===== src/sv/assert_macros.svh =====
// ----------------------------------------------------------------------------
// Assertion macros
// Clocked property checks shared by the RTL. They compile to nothing when
// SYNTHESIS is defined.
// ----------------------------------------------------------------------------
`ifndef ASSERT_MACROS_SVH
`define ASSERT_MACROS_SVH

`ifndef SYNTHESIS

// plain clocked check, off while reset is asserted
`define GCR_ASSERT(lbl, clk, rst_n, prop) \
    lbl: assert property (@(posedge clk) disable iff (!rst_n) (prop)) \
        else $error("gcr assertion failed");

// trigger in one cycle, consequence in the next
`define GCR_ASSERT_NEXT(lbl, clk, rst_n, trig, prop) \
    lbl: assert property (@(posedge clk) disable iff (!rst_n) (trig) |=> (prop)) \
        else $error("gcr assertion failed");

`else

`define GCR_ASSERT(lbl, clk, rst_n, prop)
`define GCR_ASSERT_NEXT(lbl, clk, rst_n, trig, prop)

`endif

`endif


===== src/sv/gcr_pkg.sv =====
// ----------------------------------------------------------------------------
// Game-pad responder package
// Control word format, microprogram ROM and command dispatch table.
// ----------------------------------------------------------------------------
package gcr_pkg;

    localparam int unsigned PC_W      = 7;
    localparam logic [PC_W-1:0] ROM_DEPTH = 7'd90;
    localparam logic [PC_W-1:0] PC_INC    = 7'd1;

    typedef enum logic [2:0] {
        OP_HOST    = 3'd0,
        OP_PRESS   = 3'd1,
        OP_RELEASE = 3'd2,
        OP_ANALOG  = 3'd3,
        OP_AXIS    = 3'd4
    } t_op;

    localparam logic [1:0] MODE_DIGITAL  = 2'd0;
    localparam logic [1:0] MODE_ANALOG   = 2'd1;
    localparam logic [1:0] MODE_PRESSURE = 2'd2;

    // low nibble of host commands 0x40..0x4F
    localparam logic [3:0] CMD_STATUS   = 4'h0;
    localparam logic [3:0] CMD_MASK_Q   = 4'h1;
    localparam logic [3:0] CMD_POLL     = 4'h2;
    localparam logic [3:0] CMD_CONFIG   = 4'h3;
    localparam logic [3:0] CMD_MODE_SEL = 4'h4;
    localparam logic [3:0] CMD_MODEL    = 4'h5;
    localparam logic [3:0] CMD_ACT_Q    = 4'h6;
    localparam logic [3:0] CMD_COMB_Q   = 4'h7;
    localparam logic [3:0] CMD_MODE_Q   = 4'hC;
    localparam logic [3:0] CMD_MOTOR    = 4'hD;
    localparam logic [3:0] CMD_NATIVE   = 4'hF;
    localparam logic [3:0] CMD_GROUP    = 4'h4;

    // second argument of the mode select that locks the mode
    localparam logic [7:0] LOCK_KEY    = 8'd3;

    localparam logic [7:0] AXIS_CENTER = 8'h7f;

    typedef enum logic [3:0] {
        SRC_LIT,
        SRC_MASK0,
        SRC_MASK1,
        SRC_RUM0,
        SRC_RUM1,
        SRC_BTN_LO,
        SRC_BTN_HI,
        SRC_AX0,
        SRC_AX1,
        SRC_AX2,
        SRC_AX3,
        SRC_ID_POLL,
        SRC_ID_CFG,
        SRC_MODE_FLAG,
        SRC_MOTOR_MAP
    } t_src;

    typedef enum logic [2:0] {
        COND_ALWAYS,
        COND_DIGITAL,
        COND_NO_PRES,
        COND_IN_CFG,
        COND_ARG_ZERO
    } t_cond;

    // ACT_END: this byte is last when cond holds, else fall through
    typedef enum logic [1:0] {
        ACT_NEXT,
        ACT_JUMP,
        ACT_END,
        ACT_RET
    } t_act;

    typedef struct packed {
        logic            emit;
        t_src            src;
        logic [7:0]      lit;
        t_act            act;
        t_cond           cond;
        logic [PC_W-1:0] target;
    } t_uword;

    typedef struct packed {
        logic            known;
        logic [PC_W-1:0] start;
        logic [PC_W-1:0] ret;
    } t_dispatch;

    // microprogram entry points
    localparam logic [PC_W-1:0] A_HDR     = 7'd0;
    localparam logic [PC_W-1:0] A_ZERO    = 7'd3;
    localparam logic [PC_W-1:0] A_P40     = 7'd9;
    localparam logic [PC_W-1:0] A_P41     = 7'd15;
    localparam logic [PC_W-1:0] A_C42     = 7'd22;
    localparam logic [PC_W-1:0] A_BUTTONS = 7'd25;
    localparam logic [PC_W-1:0] A_C43     = 7'd43;
    localparam logic [PC_W-1:0] A_P45     = 7'd47;
    localparam logic [PC_W-1:0] A_P46     = 7'd53;
    localparam logic [PC_W-1:0] A_P46_Z   = 7'd60;
    localparam logic [PC_W-1:0] A_P47     = 7'd66;
    localparam logic [PC_W-1:0] A_P4C     = 7'd72;
    localparam logic [PC_W-1:0] A_P4D     = 7'd78;
    localparam logic [PC_W-1:0] A_P4F     = 7'd84;

    function automatic t_uword lit_word(logic [7:0] v, t_act a, t_cond c,
                                        logic [PC_W-1:0] t);
        t_uword w;
        w.emit   = 1'b1;
        w.src    = SRC_LIT;
        w.lit    = v;
        w.act    = a;
        w.cond   = c;
        w.target = t;
        return w;
    endfunction

    function automatic t_uword src_word(t_src s, t_act a, t_cond c,
                                        logic [PC_W-1:0] t);
        t_uword w;
        w.emit   = 1'b1;
        w.src    = s;
        w.lit    = 8'h00;
        w.act    = a;
        w.cond   = c;
        w.target = t;
        return w;
    endfunction

    function automatic t_uword lit_next(logic [7:0] v);
        return lit_word(v, ACT_NEXT, COND_ALWAYS, A_HDR);
    endfunction

    function automatic t_uword lit_end(logic [7:0] v);
        return lit_word(v, ACT_END, COND_ALWAYS, A_HDR);
    endfunction

    function automatic t_uword src_next(t_src s);
        return src_word(s, ACT_NEXT, COND_ALWAYS, A_HDR);
    endfunction

    // no byte, jump when cond holds
    function automatic t_uword branch(t_cond c, logic [PC_W-1:0] t);
        t_uword w;
        w        = lit_word(8'h00, ACT_JUMP, c, t);
        w.emit   = 1'b0;
        return w;
    endfunction

    function automatic t_uword rom_word(logic [PC_W-1:0] pc);
        t_uword w;
        case (pc)
            // config header FF F3 5A, then return to the payload block
            7'd0:  w = lit_next(8'hff);
            7'd1:  w = lit_next(8'hf3);
            7'd2:  w = lit_word(8'h5a, ACT_RET, COND_ALWAYS, A_HDR);
            // all-zero payload
            7'd3:  w = lit_next(8'h00);
            7'd4:  w = lit_next(8'h00);
            7'd5:  w = lit_next(8'h00);
            7'd6:  w = lit_next(8'h00);
            7'd7:  w = lit_next(8'h00);
            7'd8:  w = lit_end(8'h00);
            // 0x40
            7'd9:  w = lit_next(8'h00);
            7'd10: w = lit_next(8'h00);
            7'd11: w = lit_next(8'h02);
            7'd12: w = lit_next(8'h00);
            7'd13: w = lit_next(8'h00);
            7'd14: w = lit_end(8'h5a);
            // 0x41
            7'd15: w = branch(COND_DIGITAL, A_ZERO);
            7'd16: w = src_next(SRC_MASK0);
            7'd17: w = src_next(SRC_MASK1);
            7'd18: w = lit_next(8'h03);
            7'd19: w = lit_next(8'h00);
            7'd20: w = lit_next(8'h00);
            7'd21: w = lit_end(8'h5a);
            // 0x42 poll, shared tail with 0x43 from the button bytes on
            7'd22: w = lit_next(8'hff);
            7'd23: w = src_next(SRC_ID_POLL);
            7'd24: w = lit_next(8'h5a);
            7'd25: w = src_next(SRC_BTN_LO);
            7'd26: w = src_word(SRC_BTN_HI, ACT_END, COND_DIGITAL, A_HDR);
            7'd27: w = src_next(SRC_AX1);
            7'd28: w = src_next(SRC_AX0);
            7'd29: w = src_next(SRC_AX3);
            7'd30: w = src_word(SRC_AX2, ACT_END, COND_NO_PRES, A_HDR);
            7'd31: w = lit_next(8'hff);
            7'd32: w = lit_next(8'hff);
            7'd33: w = lit_next(8'hff);
            7'd34: w = lit_next(8'hff);
            7'd35: w = lit_next(8'hff);
            7'd36: w = lit_next(8'hff);
            7'd37: w = lit_next(8'hff);
            7'd38: w = lit_next(8'hff);
            7'd39: w = lit_next(8'hff);
            7'd40: w = lit_next(8'hff);
            7'd41: w = lit_next(8'hff);
            7'd42: w = lit_end(8'hff);
            // 0x43
            7'd43: w = branch(COND_IN_CFG, A_HDR);
            7'd44: w = lit_next(8'hff);
            7'd45: w = src_next(SRC_ID_CFG);
            7'd46: w = lit_word(8'h5a, ACT_JUMP, COND_ALWAYS, A_BUTTONS);
            // 0x45
            7'd47: w = lit_next(8'h03);
            7'd48: w = lit_next(8'h02);
            7'd49: w = src_next(SRC_MODE_FLAG);
            7'd50: w = lit_next(8'h02);
            7'd51: w = lit_next(8'h01);
            7'd52: w = lit_end(8'h00);
            // 0x46
            7'd53: w = branch(COND_ARG_ZERO, A_P46_Z);
            7'd54: w = lit_next(8'h00);
            7'd55: w = lit_next(8'h00);
            7'd56: w = lit_next(8'h01);
            7'd57: w = lit_next(8'h01);
            7'd58: w = lit_next(8'h01);
            7'd59: w = lit_end(8'h14);
            7'd60: w = lit_next(8'h00);
            7'd61: w = lit_next(8'h00);
            7'd62: w = lit_next(8'h01);
            7'd63: w = lit_next(8'h02);
            7'd64: w = lit_next(8'h00);
            7'd65: w = lit_end(8'h0a);
            // 0x47
            7'd66: w = lit_next(8'h00);
            7'd67: w = lit_next(8'h00);
            7'd68: w = lit_next(8'h02);
            7'd69: w = lit_next(8'h00);
            7'd70: w = lit_next(8'h01);
            7'd71: w = lit_end(8'h00);
            // 0x4C
            7'd72: w = lit_next(8'h00);
            7'd73: w = lit_next(8'h00);
            7'd74: w = lit_next(8'h00);
            7'd75: w = src_next(SRC_MOTOR_MAP);
            7'd76: w = lit_next(8'h00);
            7'd77: w = lit_end(8'h00);
            // 0x4D
            7'd78: w = src_next(SRC_RUM0);
            7'd79: w = src_next(SRC_RUM1);
            7'd80: w = lit_next(8'hff);
            7'd81: w = lit_next(8'hff);
            7'd82: w = lit_next(8'hff);
            7'd83: w = lit_end(8'hff);
            // 0x4F
            7'd84: w = lit_next(8'h00);
            7'd85: w = lit_next(8'h00);
            7'd86: w = lit_next(8'h00);
            7'd87: w = lit_next(8'h00);
            7'd88: w = lit_next(8'h00);
            7'd89: w = lit_end(8'h5a);
            default: w = lit_end(8'h00);
        endcase
        return w;
    endfunction

    function automatic t_dispatch dispatch(logic [7:0] cmd);
        t_dispatch d;
        d.known = (cmd[7:4] == CMD_GROUP);
        d.start = A_HDR;
        d.ret   = A_ZERO;
        case (cmd[3:0])
            CMD_STATUS:   d.ret   = A_P40;
            CMD_MASK_Q:   d.ret   = A_P41;
            CMD_POLL:     d.start = A_C42;
            CMD_CONFIG:   d.start = A_C43;
            CMD_MODE_SEL: d.ret   = A_ZERO;
            CMD_MODEL:    d.ret   = A_P45;
            CMD_ACT_Q:    d.ret   = A_P46;
            CMD_COMB_Q:   d.ret   = A_P47;
            CMD_MODE_Q:   d.ret   = A_P4C;
            CMD_MOTOR:    d.ret   = A_P4D;
            CMD_NATIVE:   d.ret   = A_P4F;
            default:      d.known = 1'b0;
        endcase
        return d;
    endfunction

endpackage


===== src/sv/gamepad_command_responder.sv =====
// ----------------------------------------------------------------------------
// Game-pad command responder
// Serial pad slave: a microprogram sequencer emits reply frames for host
// commands; local events update buttons, sticks and the analog mode.
//
//   channel   direction  handshake                 payload
//   request   in         i_in_valid / o_in_ready   i_op ... i_axis_level
//   reply     out        o_out_valid / i_out_ready o_reply_byte, o_reply_last
//
// One ROM step per cycle unless the output register stalls; each emitting step
// puts one byte in the output register. The branch steps of 0x41, 0x43 and
// 0x46 emit no byte. Replies run 5 to 21 bytes. Local events and unknown
// commands start no reply. A stalled output register stalls the sequencer.
// Command state changes with its last byte.
// Synchronous active-low reset restores the pad to digital mode, centered.
// ----------------------------------------------------------------------------
`include "assert_macros.svh"

module gamepad_command_responder (
    input  logic        i_clk,
    input  logic        i_rst_n,
    input  logic        i_in_valid,
    output logic        o_in_ready,
    input  logic [2:0]  i_op,
    input  logic [7:0]  i_command_code,
    input  logic [7:0]  i_arg_first,
    input  logic [7:0]  i_arg_second,
    input  logic [7:0]  i_arg_third,
    input  logic [15:0] i_button_bits,
    input  logic [1:0]  i_axis_select,
    input  logic [7:0]  i_axis_level,
    output logic        o_out_valid,
    input  logic        i_out_ready,
    output logic [7:0]  o_reply_byte,
    output logic        o_reply_last
);

    // sequencer
    logic                      r_busy;
    logic [gcr_pkg::PC_W-1:0]  r_pc;
    logic [gcr_pkg::PC_W-1:0]  r_ret;
    logic [3:0]                r_cmd;
    logic [7:0]                r_a1;
    logic [7:0]                r_a2;
    logic [7:0]                r_a3;

    // pad state
    logic [1:0]  r_pad_mode;
    logic        r_mode_locked;
    logic [7:0]  r_in_config;
    logic [7:0]  r_mask [2];
    logic [7:0]  r_rumble [2];
    logic [15:0] r_buttons;
    logic [7:0]  r_axes [4];

    // output register
    logic        r_out_valid;
    logic [7:0]  r_out_byte;
    logic        r_out_last;

    gcr_pkg::t_uword          w;
    gcr_pkg::t_dispatch       disp;
    logic                     in_acc;
    logic                     out_free;
    logic                     step;
    logic                     cond_ok;
    logic                     is_last;
    logic [7:0]               byte_sel;
    logic [gcr_pkg::PC_W-1:0] n_pc;

    assign o_in_ready   = !r_busy;
    assign in_acc       = i_in_valid && !r_busy;
    assign o_out_valid  = r_out_valid;
    assign o_reply_byte = r_out_byte;
    assign o_reply_last = r_out_last;

    assign w        = gcr_pkg::rom_word(r_pc);
    assign disp     = gcr_pkg::dispatch(i_command_code);
    assign out_free = !r_out_valid || i_out_ready;
    assign step     = r_busy && (!w.emit || out_free);

    always_comb begin
        case (w.cond)
            gcr_pkg::COND_ALWAYS:   cond_ok = 1'b1;
            gcr_pkg::COND_DIGITAL:  cond_ok = (r_pad_mode == gcr_pkg::MODE_DIGITAL);
            // the pressure tail only follows a poll in mode 2 (or 3)
            gcr_pkg::COND_NO_PRES:  cond_ok = !((r_cmd == gcr_pkg::CMD_POLL) && r_pad_mode[1]);
            gcr_pkg::COND_IN_CFG:   cond_ok = (r_in_config != 8'h00);
            gcr_pkg::COND_ARG_ZERO: cond_ok = (r_a1 == 8'h00);
            default:                cond_ok = 1'b0;
        endcase
    end

    assign is_last = w.emit && (w.act == gcr_pkg::ACT_END) && cond_ok;

    always_comb begin
        case (w.src)
            gcr_pkg::SRC_LIT:       byte_sel = w.lit;
            gcr_pkg::SRC_MASK0:     byte_sel = r_mask[0];
            gcr_pkg::SRC_MASK1:     byte_sel = r_mask[1];
            gcr_pkg::SRC_RUM0:      byte_sel = r_rumble[0];
            gcr_pkg::SRC_RUM1:      byte_sel = r_rumble[1];
            gcr_pkg::SRC_BTN_LO:    byte_sel = r_buttons[7:0];
            gcr_pkg::SRC_BTN_HI:    byte_sel = r_buttons[15:8];
            gcr_pkg::SRC_AX0:       byte_sel = r_axes[0];
            gcr_pkg::SRC_AX1:       byte_sel = r_axes[1];
            gcr_pkg::SRC_AX2:       byte_sel = r_axes[2];
            gcr_pkg::SRC_AX3:       byte_sel = r_axes[3];
            gcr_pkg::SRC_ID_POLL:   byte_sel = (r_pad_mode == gcr_pkg::MODE_DIGITAL) ? 8'h41 :
                                               (r_pad_mode == gcr_pkg::MODE_ANALOG)  ? 8'h73 :
                                                                                       8'h79;
            gcr_pkg::SRC_ID_CFG:    byte_sel = (r_pad_mode != gcr_pkg::MODE_DIGITAL) ? 8'h73
                                                                                     : 8'h41;
            gcr_pkg::SRC_MODE_FLAG: byte_sel = {7'd0, (r_pad_mode != gcr_pkg::MODE_DIGITAL)};
            gcr_pkg::SRC_MOTOR_MAP: byte_sel = (r_a1 != 8'h00) ? 8'h07 : 8'h04;
            default:                byte_sel = 8'h00;
        endcase
    end

    always_comb begin
        case (w.act)
            gcr_pkg::ACT_JUMP: n_pc = cond_ok ? w.target : r_pc + gcr_pkg::PC_INC;
            gcr_pkg::ACT_RET:  n_pc = r_ret;
            default:           n_pc = r_pc + gcr_pkg::PC_INC;
        endcase
    end

    // sequencer control
    always_ff @(posedge i_clk) begin
        if (!i_rst_n) begin
            r_busy <= 1'b0;
            r_pc   <= gcr_pkg::A_HDR;
            r_ret  <= gcr_pkg::A_ZERO;
        end else if (in_acc) begin
            if ((i_op == gcr_pkg::OP_HOST) && disp.known) begin
                r_busy <= 1'b1;
                r_pc   <= disp.start;
                r_ret  <= disp.ret;
            end
        end else if (step) begin
            if (is_last) begin
                r_busy <= 1'b0;
            end else begin
                r_pc <= n_pc;
            end
        end
    end

    // latched request arguments
    always_ff @(posedge i_clk) begin
        if (in_acc) begin
            r_cmd <= i_command_code[3:0];
            r_a1  <= i_arg_first;
            r_a2  <= i_arg_second;
            r_a3  <= i_arg_third;
        end
    end

    // output register
    always_ff @(posedge i_clk) begin
        if (!i_rst_n) begin
            r_out_valid <= 1'b0;
        end else if (step && w.emit) begin
            r_out_valid <= 1'b1;
        end else if (i_out_ready) begin
            r_out_valid <= 1'b0;
        end
    end

    always_ff @(posedge i_clk) begin
        if (step && w.emit) begin
            r_out_byte <= byte_sel;
            r_out_last <= is_last;
        end
    end

    // pad state: local events on accept, command side effects on the last byte
    always_ff @(posedge i_clk) begin
        if (!i_rst_n) begin
            r_pad_mode    <= gcr_pkg::MODE_DIGITAL;
            r_mode_locked <= 1'b0;
            r_in_config   <= 8'h00;
            r_mask[0]     <= 8'hff;
            r_mask[1]     <= 8'hff;
            r_rumble[0]   <= 8'hff;
            r_rumble[1]   <= 8'hff;
            r_buttons     <= 16'hffff;
            r_axes[0]     <= gcr_pkg::AXIS_CENTER;
            r_axes[1]     <= gcr_pkg::AXIS_CENTER;
            r_axes[2]     <= gcr_pkg::AXIS_CENTER;
            r_axes[3]     <= gcr_pkg::AXIS_CENTER;
        end else if (in_acc) begin
            case (i_op)
                gcr_pkg::OP_PRESS:   r_buttons <= r_buttons & ~i_button_bits;
                gcr_pkg::OP_RELEASE: r_buttons <= r_buttons | i_button_bits;
                gcr_pkg::OP_ANALOG: begin
                    if (!r_mode_locked) begin
                        r_pad_mode <= (r_pad_mode != gcr_pkg::MODE_DIGITAL)
                                      ? gcr_pkg::MODE_DIGITAL : gcr_pkg::MODE_ANALOG;
                    end
                end
                gcr_pkg::OP_AXIS:    r_axes[i_axis_select] <= i_axis_level;
                default: ;
            endcase
        end else if (step && is_last) begin
            case (r_cmd)
                gcr_pkg::CMD_CONFIG: r_in_config <= r_a1;
                gcr_pkg::CMD_MODE_SEL: begin
                    if ((r_a1 < 8'd2) && !r_mode_locked) begin
                        r_pad_mode <= {1'b0, r_a1[0]};
                    end
                    r_mode_locked <= (r_a2 == gcr_pkg::LOCK_KEY);
                end
                gcr_pkg::CMD_MOTOR: begin
                    r_rumble[0] <= r_a1;
                    r_rumble[1] <= r_a2;
                end
                gcr_pkg::CMD_NATIVE: begin
                    r_mask[0] <= r_a1;
                    r_mask[1] <= r_a2;
                    if (!r_a3[0]) begin
                        r_pad_mode <= gcr_pkg::MODE_DIGITAL;
                    end else if (!r_a3[1]) begin
                        r_pad_mode <= gcr_pkg::MODE_ANALOG;
                    end else begin
                        r_pad_mode <= gcr_pkg::MODE_PRESSURE;
                    end
                end
                default: ;
            endcase
        end
    end

    `GCR_ASSERT(a_pc_in_rom, i_clk, i_rst_n, r_busy |-> (r_pc < gcr_pkg::ROM_DEPTH))
    `GCR_ASSERT_NEXT(a_last_ends_run, i_clk, i_rst_n, step && is_last, !r_busy && o_out_valid && o_reply_last)
    `GCR_ASSERT(a_out_from_run, i_clk, i_rst_n, $rose(r_out_valid) |-> $past(r_busy))
    `GCR_ASSERT_NEXT(a_local_no_run, i_clk, i_rst_n, in_acc && (i_op != gcr_pkg::OP_HOST), !r_busy)

endmodule


===== config.mk =====
export PLATFORM = sky130hd
export DESIGN_NAME = gamepad_command_responder
export DESIGN_NICKNAME = d
export VERILOG_FILES = /design/src/sv/gcr_pkg.sv /design/src/sv/gamepad_command_responder.sv
export VERILOG_INCLUDE_DIRS = /design/src /design/src/sv
export SDC_FILE = /design/constraint.sdc
export NUM_CORES = 1
export LEC_CHECK = 0
export BUFFER_PORTS_ARGS = -buffer_cell sky130_fd_sc_hd__buf_2
export CAP_MARGIN = 20
export CORE_ASPECT_RATIO = 1.75
export CORE_MARGIN = 4
export CORE_UTILIZATION = 45
export CTS_BUF_LIST = sky130_fd_sc_hd__clkbuf_8
export CTS_CLUSTER_DIAMETER = 40
export DETAILED_ROUTE_END_ITERATION = 12
export PLACE_DENSITY_LB_ADDON = 0.3
export SLEW_MARGIN = 20
export SYNTH_ARGS = -nofsm -noshare
export SYNTH_HDL_FRONTEND = slang
export SYNTH_SLANG_ARGS = --single-unit

===== constraint.sdc =====
create_clock -name i_clk -period 11.1 [get_ports i_clk]
set_clock_uncertainty 0.1 [all_clocks]
set_input_delay 2.22 -clock i_clk [delete_from_list [all_inputs] [get_ports i_clk]]
set_output_delay 2.22 -clock i_clk [all_outputs]
set_load 0.01 [all_outputs]

==> flow_summary_export.csv, run 1 <==
group,metric,value,unit
logic_synthesis,synth_simple_gate_area_share,0.232,
setup_path,crit_buf_inv,4,
placement,io_buffers,69,
clocking,cts_tree,"done",
hold_path,hold_path_depth,2,
timing,max-slew-margin-rel,0.329,
status,status,"finished clean",
power,power.leakage,3.11,nW
detailed_routing,dr_total_vias,6843,
global_route,grt_first_pass_wirelength,36.7,mm
detailed_routing,final_antenna_net_count,0,
logic_synthesis,synth-seq-area-share,0.494,
setup_path,crit_required,11.30,ns
timing,layout_min_cycle_time,6.23,ns
setup_path,critical_path_start,"i_in_valid",
clocking,cts.clk_slew.worst_paths,0.09,ns
setup_path,cp.arrival,6.43,ns
final_layout,final_design_area_no_fill,9220,sq um
timing,rsz0062_at_grt,"false",
global_route,grt_usage,0.227,
timing,fin_setup_tns,0,ns
detailed_routing,initialDrtViolationCount,635,
setup_path,reg2reg_to,"w[13]$_DFF_P_",
timing,max_freq,0.161,GHz
logic_synthesis,ys_seq_elements,158,
setup_path,most_frequent_cp_cell,"sky130_fd_sc_hd__inv_1",
logic_synthesis,synthMostInstantiatedCell,"sky130_fd_sc_hd__edfxtp_1",
logic_synthesis,synth.cells.most_frequent,"sky130_fd_sc_hd__edfxtp_1 (95), sky130_fd_sc_hd__nand2_1 (83), sky130_fd_sc_hd__nand3_1 (77)",
logic_synthesis,synth-edff-count,95,
global_route,grt_start_max_net_pins,40,
logic_synthesis,syn-num-nets,910,
clocking,post_cts_hold_buffer_count,0,
logic_synthesis,postSynth.asyncResetShare,0,
setup_path,timing.critical_path.fanout_max,33,
timing,timing_hold_violations_final,0,
logic_synthesis,syn_area_per_cell,9.95,sq um
setup_path,critPathMaxStageDelay,0.70,ns
clocking,clock-root-buffer,"sky130_fd_sc_hd__clkbuf_8",
placement,post_dp_cell_area,8830,sq um
logic_synthesis,yosys.area_share.adder,0.0135,
logic_synthesis,ys_types,90,
final_layout,count_of_filler_cells_inserted_in_the_layout,1665,
floorplanning,design.die.area,20800,sq um
timing,report.final.setup_viol,0,
floorplanning,core.rowCount,65,
timing,finalCritPeriodShare,0.561,
clocking,postCtsSetupRepairBufs,0,
power,power-per-cell-area,122,nW/um^2
floorplanning,dieWidth,111,um
hold_path,holdCritStartpoint,"r_pad_mode[0]$_SDFFE_PN0P_",
setup_path,timing.rr.start,"r_busy$_SDFFE_PN0P_",
floorplanning,core_area,18100,sq um
clocking,post_cts.resized_instances,0,
timing,whs,0.359,ns
logic_synthesis,synth-compound-area-share,0.163,
final_layout,final_nets,958,
logic_synthesis,syn-instance-count,836,
detailed_routing,viasPerCell,6.05,
timing,timing_worst_slew_pin_value,1.00,ns
logic_synthesis,largest_family_of_logic_cells_by_synthesized_area,"simple AND/OR/NAND/NOR gates",
clocking,cts_buffer_depth,2,
global_route,globalRoute.totalOverflow,0,
clocking,cts_htree_levels,4,
hold_path,whs_endpoint,"r_pad_mode[0]$_SDFFE_PN0P_",
logic_synthesis,synth_top_area_share,0.343,
timing,maxSlewViolCount,0,
setup_path,worst_path_dominant_cell_family,"compound AO/OA/AOI/OAI gates",
hold_path,min_path_type,"register to register",
logic_synthesis,yosysWarningCount,0,
placement,hpwlAfterDp,17.3,mm
global_route,grt_pass1_vias,6642,
clocking,clkLatencyLatePin,0.44,ns
setup_path,ff2ff_setup_slack,6.26,ns
setup_path,crit_path_cells,"buf_2 -> nand2_2 -> inv_2 -> nand4b_2 -> nor2_2 -> a21oi_1 -> nor2_4 -> nor2_1 -> a211oi_1 -> inv_1 -> ha_1 -> inv_1 -> mux2i_1 -> o2bb2ai_1 -> o31ai_1 -> o221ai_1",
run,maxCapViolCount,0,
final_layout,drive_gt1_frac,0.242,
logic_synthesis,post_synth_main_area_contributors,"sky130_fd_sc_hd__edfxtp_1 (34%), sky130_fd_sc_hd__dfxtp_1 (15%), sky130_fd_sc_hd__nand3_1 (4.6%), sky130_fd_sc_hd__or2_2 (3.8%), sky130_fd_sc_hd__nand2_1 (3.7%)",
logic_synthesis,synth.largest_area_cell,"sky130_fd_sc_hd__edfxtp_1",
setup_path,timing.critical_path.to_type,"register",
logic_synthesis,synth.area.mux_share,0.0501,
clocking,tritoncts_num_sinks,158,
detailed_routing,drt_pre_antenna_iters,5,
power,irDropWorstVdd,84.5,uV
final_layout,area_growth_syn_to_layout,10.8,%
global_route,antenna_violations_before_repair,0,
floorplanning,num_io_pins,76,
setup_path,critical_path_launch_point_type,"input pin",
logic_synthesis,main_flop_type_after_synthesis,"sky130_fd_sc_hd__edfxtp_1",
setup_path,ff2ff_path_depth,16,
detailed_routing,routed_wirelength,23.5,mm
logic_synthesis,synth_xor_xnor_area_share,0.0116,
detailed_routing,wl_per_cell,20.8,um
setup_path,critical-path-slowest-cell,"sky130_fd_sc_hd__a211oi_1",
logic_synthesis,netlist_area,8320,sq um
floorplanning,initial_core_util,0.459,
floorplanning,die_h,188,um
power,total_power,0.00112,W
detailed_routing,drc,0,
clocking,cts_inserted_buffers,17,
placement,final_wtd_congestion,0.922,
setup_path,timing_worst_setup_path_type,"input pin to register",
final_layout,n_antenna_cell,0,
-- where the power goes --
part	leakage (nW)	total [W]	switching (W)	internal, W
clock network	0.206	0.000423	0.000217	0.000207
logic	1.59	0.0000588	0.0000378	0.0000210
registers	1.32	0.000641	0.00000969	0.000631
total	3.11	0.00112	0.000264	0.000859
-- worst max-delay path by stage --
stage / to / slack, ns / cells after the start
after global routing: w[16]$_DFF_P_ / 4.54 / 16
after floorplan: w[13]$_DFF_P_ / 5.78 / 14
after detailed placement: w[16]$_DFF_P_ / 4.44 / 16
after CTS: w[16]$_DFF_P_ / 4.90 / 16
after global placement: w[13]$_DFF_P_ / 4.55 / 16
final: w[13]$_DFF_P_ / 4.87 / 16
-- through the flow --
step / utilization / setup slack, ns / cells
after floorplan: - / 5.78 / 836
after global placement: 0.487 / 4.55 / 1099
after detailed placement: 0.487 / 4.44 / 1099
after CTS: 0.508 / 4.90 / 1131
after global routing: 0.509 / 4.54 / 1131
final: 0.509 / 4.87 / 1131
-- worst register-to-register path: cells and delay by family, from the launching register on --
kind / cells / cell delay, ns
multiplexers: 1 / 0.17
AO/OA/AOI/OAI: 5 / 1.42
flip-flops: 1 / 0.36
AND/OR/NAND/NOR: 5 / 1.26
adder cells (fa/ha/maj): 1 / 0.44
buffers and inverters: 4 / 0.95
-- logic make-up after synthesis --
group | after synthesis
buf+inv | 69
fa+ha+maj | 9
mux | 36
xor+xnor | 11
simple gates | 362
compound gates | 191
flops | 158
-- per-layer routing --
| metal | global-route usage | up-vias | routed length, um |
|---|---|---|---|
| met4 | 0.140 | 0 | 1480 |
| met5 | 0 | - | 0 |
| li1 | - | 3189 | - |
| met3 | 0.0320 | 86 | 1190 |
| met2 | 0.421 | 304 | 12600 |
| met1 | 0.237 | 3264 | 8200 |
-- area by class of cell --
type / instances / area [sq um] / area share
flip-flops and latches: 158 / 4110 / 0.446
multi-input cells: 609 / 3930 / 0.426
repair buffers: 79 / 420 / 0.0456
well taps: 234 / 293 / 0.0317
clock buffers: 18 / 248 / 0.0269
clock inverters: 14 / 143 / 0.0155
inverters: 19 / 72.6 / 0.00787
-- cells in the final DEF, fill, tap and decap left out, types with 6 or more instances in the layout --
cell                        n
sky130_fd_sc_hd__dfxtp_1   63
sky130_fd_sc_hd__nand4_1    9
sky130_fd_sc_hd__buf_2     69
sky130_fd_sc_hd__a32oi_1    6
sky130_fd_sc_hd__o31ai_1    7
sky130_fd_sc_hd__nor3_1     9
sky130_fd_sc_hd__nor4_1     7
sky130_fd_sc_hd__ha_1       9
sky130_fd_sc_hd__nor2b_1   12
sky130_fd_sc_hd__xnor2_1    7
sky130_fd_sc_hd__nand3_1   77
sky130_fd_sc_hd__nand2b_1  15
sky130_fd_sc_hd__a211oi_1  12
sky130_fd_sc_hd__clkbuf_8  18
sky130_fd_sc_hd__o21ai_0   34
sky130_fd_sc_hd__mux2i_1   20
sky130_fd_sc_hd__nand2_1   83
sky130_fd_sc_hd__a22oi_1   10
sky130_fd_sc_hd__or2_2     50
sky130_fd_sc_hd__a21oi_1   40
sky130_fd_sc_hd__inv_1     14
sky130_fd_sc_hd__nor2_1    48
sky130_fd_sc_hd__buf_4     10
sky130_fd_sc_hd__o211ai_1   9
sky130_fd_sc_hd__edfxtp_1  95
sky130_fd_sc_hd__a31oi_1   13
sky130_fd_sc_hd__mux2_2    12
(Power assumes the default switching activity.)
==> run 2, diff against run 1 <==
==> constraint.sdc (replaced) <==
create_clock -name i_clk -period 5.78 [get_ports i_clk]
set_clock_uncertainty 0.1 [all_clocks]
set_input_delay 1.156 -clock i_clk [delete_from_list [all_inputs] [get_ports i_clk]]
set_output_delay 1.156 -clock i_clk [all_outputs]
set_load 0.01 [all_outputs]
==> run 2 against run 1 <==
  * Register-to-register slack worse by 4.6 ns
  * Via count down 0.98%
  * Final cell count up 0.44%
  * Critical path type unchanged
==> flow_summary_export.csv, run 2 (synthesis gave the netlist of run 1 again) <==
group,metric,value,unit
status,status,"finished clean",
floorplanning,num_io_pins,76,
placement,hpwlAfterDp,17.4,mm
global_route,grt_pass1_vias,6585,
power,power.leakage,3.13,nW
detailed_routing,final_antenna_net_count,0,
timing,maxSlewViolCount,0,
global_route,grt_usage,0.226,
setup_path,most_frequent_cp_cell,"sky130_fd_sc_hd__nor2_1",
final_layout,drive_gt1_frac,0.247,
run,maxCapViolCount,0,
placement,io_buffers,69,
clocking,cts_buffer_depth,2,
placement,numPlacedInstances,1104,
floorplanning,initial_core_util,0.459,
detailed_routing,viasPerCell,5.96,
clocking,post_cts_hold_buffer_count,0,
power,power-per-cell-area,234,nW/um^2
clocking,cts_inserted_buffers,17,
setup_path,critPathMaxStageDelay,0.54,ns
timing,timing_worst_slew_pin_value,1.03,ns
final_layout,area_growth_syn_to_layout,11.4,%
placement,pre_cts_setup_slack,1.02,ns
timing,report.final.setup_viol,0,
setup_path,worst_path_dominant_cell_family,"simple AND/OR/NAND/NOR gates",
setup_path,critical-path-slowest-cell,"sky130_fd_sc_hd__ha_1",
power,irDropWorstVdd,125,uV
detailed_routing,drc,0,
setup_path,crit_path_cells,"buf_2 -> nor2_1 -> nand4b_2 -> o21ai_1 -> o21ai_0 -> nor2_2 -> a22oi_1 -> nor2_1 -> ha_1 -> mux2i_1 -> nor3_1 -> a21oi_1 -> o211ai_1",
clocking,cts.clk_slew.worst_paths,0.08,ns
hold_path,min_path_type,"register to register",
clocking,clock-root-buffer,"sky130_fd_sc_hd__clkbuf_8",
detailed_routing,initialDrtViolationCount,580,
detailed_routing,routed_wirelength,23.5,mm
clocking,post_cts.resized_instances,0,
setup_path,timing_worst_setup_path_type,"input pin to register",
placement,final_wtd_congestion,0.947,
timing,finalCritPeriodShare,0.752,
detailed_routing,wl_per_cell,20.7,um
floorplanning,core.rowCount,65,
setup_path,cp.arrival,4.63,ns
final_layout,n_antenna_cell,0,
hold_path,holdCritStartpoint,"r_pad_mode[0]$_SDFFE_PN0P_",
setup_path,timing.critical_path.fanout_max,12,
final_layout,final_cell_mix,"sky130_fd_sc_hd__edfxtp_1 (95), sky130_fd_sc_hd__nand2_1 (83), sky130_fd_sc_hd__nand3_1 (77), sky130_fd_sc_hd__buf_2 (69), sky130_fd_sc_hd__dfxtp_1 (63)",
clocking,clkLatencyLatePin,0.46,ns
floorplanning,die_h,188,um
global_route,globalRoute.totalOverflow,0,
floorplanning,dieWidth,111,um
timing,layout_min_cycle_time,4.35,ns
setup_path,timing.critical_path.to_type,"register",
floorplanning,core_area,18100,sq um
global_route,grt_start_max_net_pins,40,
timing,fin_setup_tns,0,ns
timing,post-route-worst-setup-slack,1.43,ns
clocking,postCtsSetupRepairBufs,0,
setup_path,crit_buf_inv,1,
floorplanning,design.die.area,20800,sq um
clocking,tritoncts_num_sinks,158,
timing,timing_hold_violations_final,0,
global_route,grt_first_pass_wirelength,36.4,mm
final_layout,final_nets,963,
setup_path,timing.rr.start,"r_a1[1]$_DFFE_PP_",
detailed_routing,drt_pre_antenna_iters,6,
setup_path,critical_path_start,"i_op[0]",
timing,max-slew-margin-rel,0.311,
setup_path,crit_required,6.06,ns
final_layout,stdcell_count,1136,
detailed_routing,dr_total_vias,6776,
clocking,cts_htree_levels,4,
timing,max_freq,0.230,GHz
final_layout,mostFrequentLayoutCell,"sky130_fd_sc_hd__edfxtp_1",
clocking,cts_tree,"done",
global_route,antenna_violations_before_repair,0,
setup_path,critical_path_launch_point_type,"input pin",
timing,rsz0062_at_grt,"false",
-- run 2: changes by cell type in the layout (fill, tap and decap cells not counted), sizes merged --
cell,previous run,this run
clkinv,6,4
clkinvlp,1,3
buf,79,84
clkbuf,18,19
inv,24,23
-- run 2: layer usage --
layer,vias up,global-route usage,part of all wire
li1,3198,-,-
met1,3188,0.234,0.35
met2,299,0.423,0.54
met3,91,0.0287,0.046
met4,0,0.139,0.065
met5,-,0,0
-- run 2: worst register-to-register path: stages, from the launching register on --
cell and delay [ns]:
sky130_fd_sc_hd__edfxtp_1 0.50, sky130_fd_sc_hd__nor4_2 0.49, sky130_fd_sc_hd__nand3_1 0.34, sky130_fd_sc_hd__a21oi_1 0.21, sky130_fd_sc_hd__o21ai_0 0.12, sky130_fd_sc_hd__a22oi_1 0.51
sky130_fd_sc_hd__a211oi_1 0.17, sky130_fd_sc_hd__buf_4 0.19, sky130_fd_sc_hd__inv_1 0.12, sky130_fd_sc_hd__ha_1 0.42, sky130_fd_sc_hd__inv_1 0.15, sky130_fd_sc_hd__or4_4 0.59
sky130_fd_sc_hd__o211ai_1 0.11
-- run 2: cell type report --
| class | count | area, sq um |
|---|---|---|
| multi-input combinational | 609 | 3930 |
| tap | 234 | 293 |
| clock buffer | 19 | 262 |
| fill | 1688 | 8870 |
| clock inverter | 13 | 139 |
| timing repair buffer | 84 | 458 |
| inverter | 19 | 72.6 |
| sequential | 158 | 4110 |
-- run 2: path summary, 6_finish.rpt --
| kind | endpoint | slack (ns) | cells past startpoint |
|---|---|---|---|
| max | w[10]$_SDFF_PN0_ | 1.43 | 13 |
| min | r_pad_mode[0]$_SDFFE_PN0P_ | 0.35 | 2 |
| max reg2reg | w[10]$_SDFF_PN0_ | 1.71 | 12 |
| min reg2reg | r_pad_mode[0]$_SDFFE_PN0P_ | 0.35 | 2 |
-- run 2: metrics by stage --
stage          hold WS (ns)   util  power (W)  instance area [sq um]
6_report              0.350  0.511    0.00217                   9270
5_1_grt               0.374  0.511    0.00225                   9270
4_1_cts               0.352  0.511    0.00219                   9260
3_5_place_dp          0.340  0.489    0.00137                   8860
3_3_place_gp          0.335  0.489    0.00137                   8860
2_1_floorplan         0.327      -    0.00131                   8320
-- run 2: power breakdown --
| part | switching, W | internal, W | total [W] |
|---|---|---|---|
| registers | 0.0000186 | 0.00121 | 0.00123 |
| logic | 0.0000737 | 0.0000409 | 0.000115 |
| clock network | 0.000418 | 0.000409 | 0.000826 |
| total | 0.000510 | 0.00166 | 0.00217 |
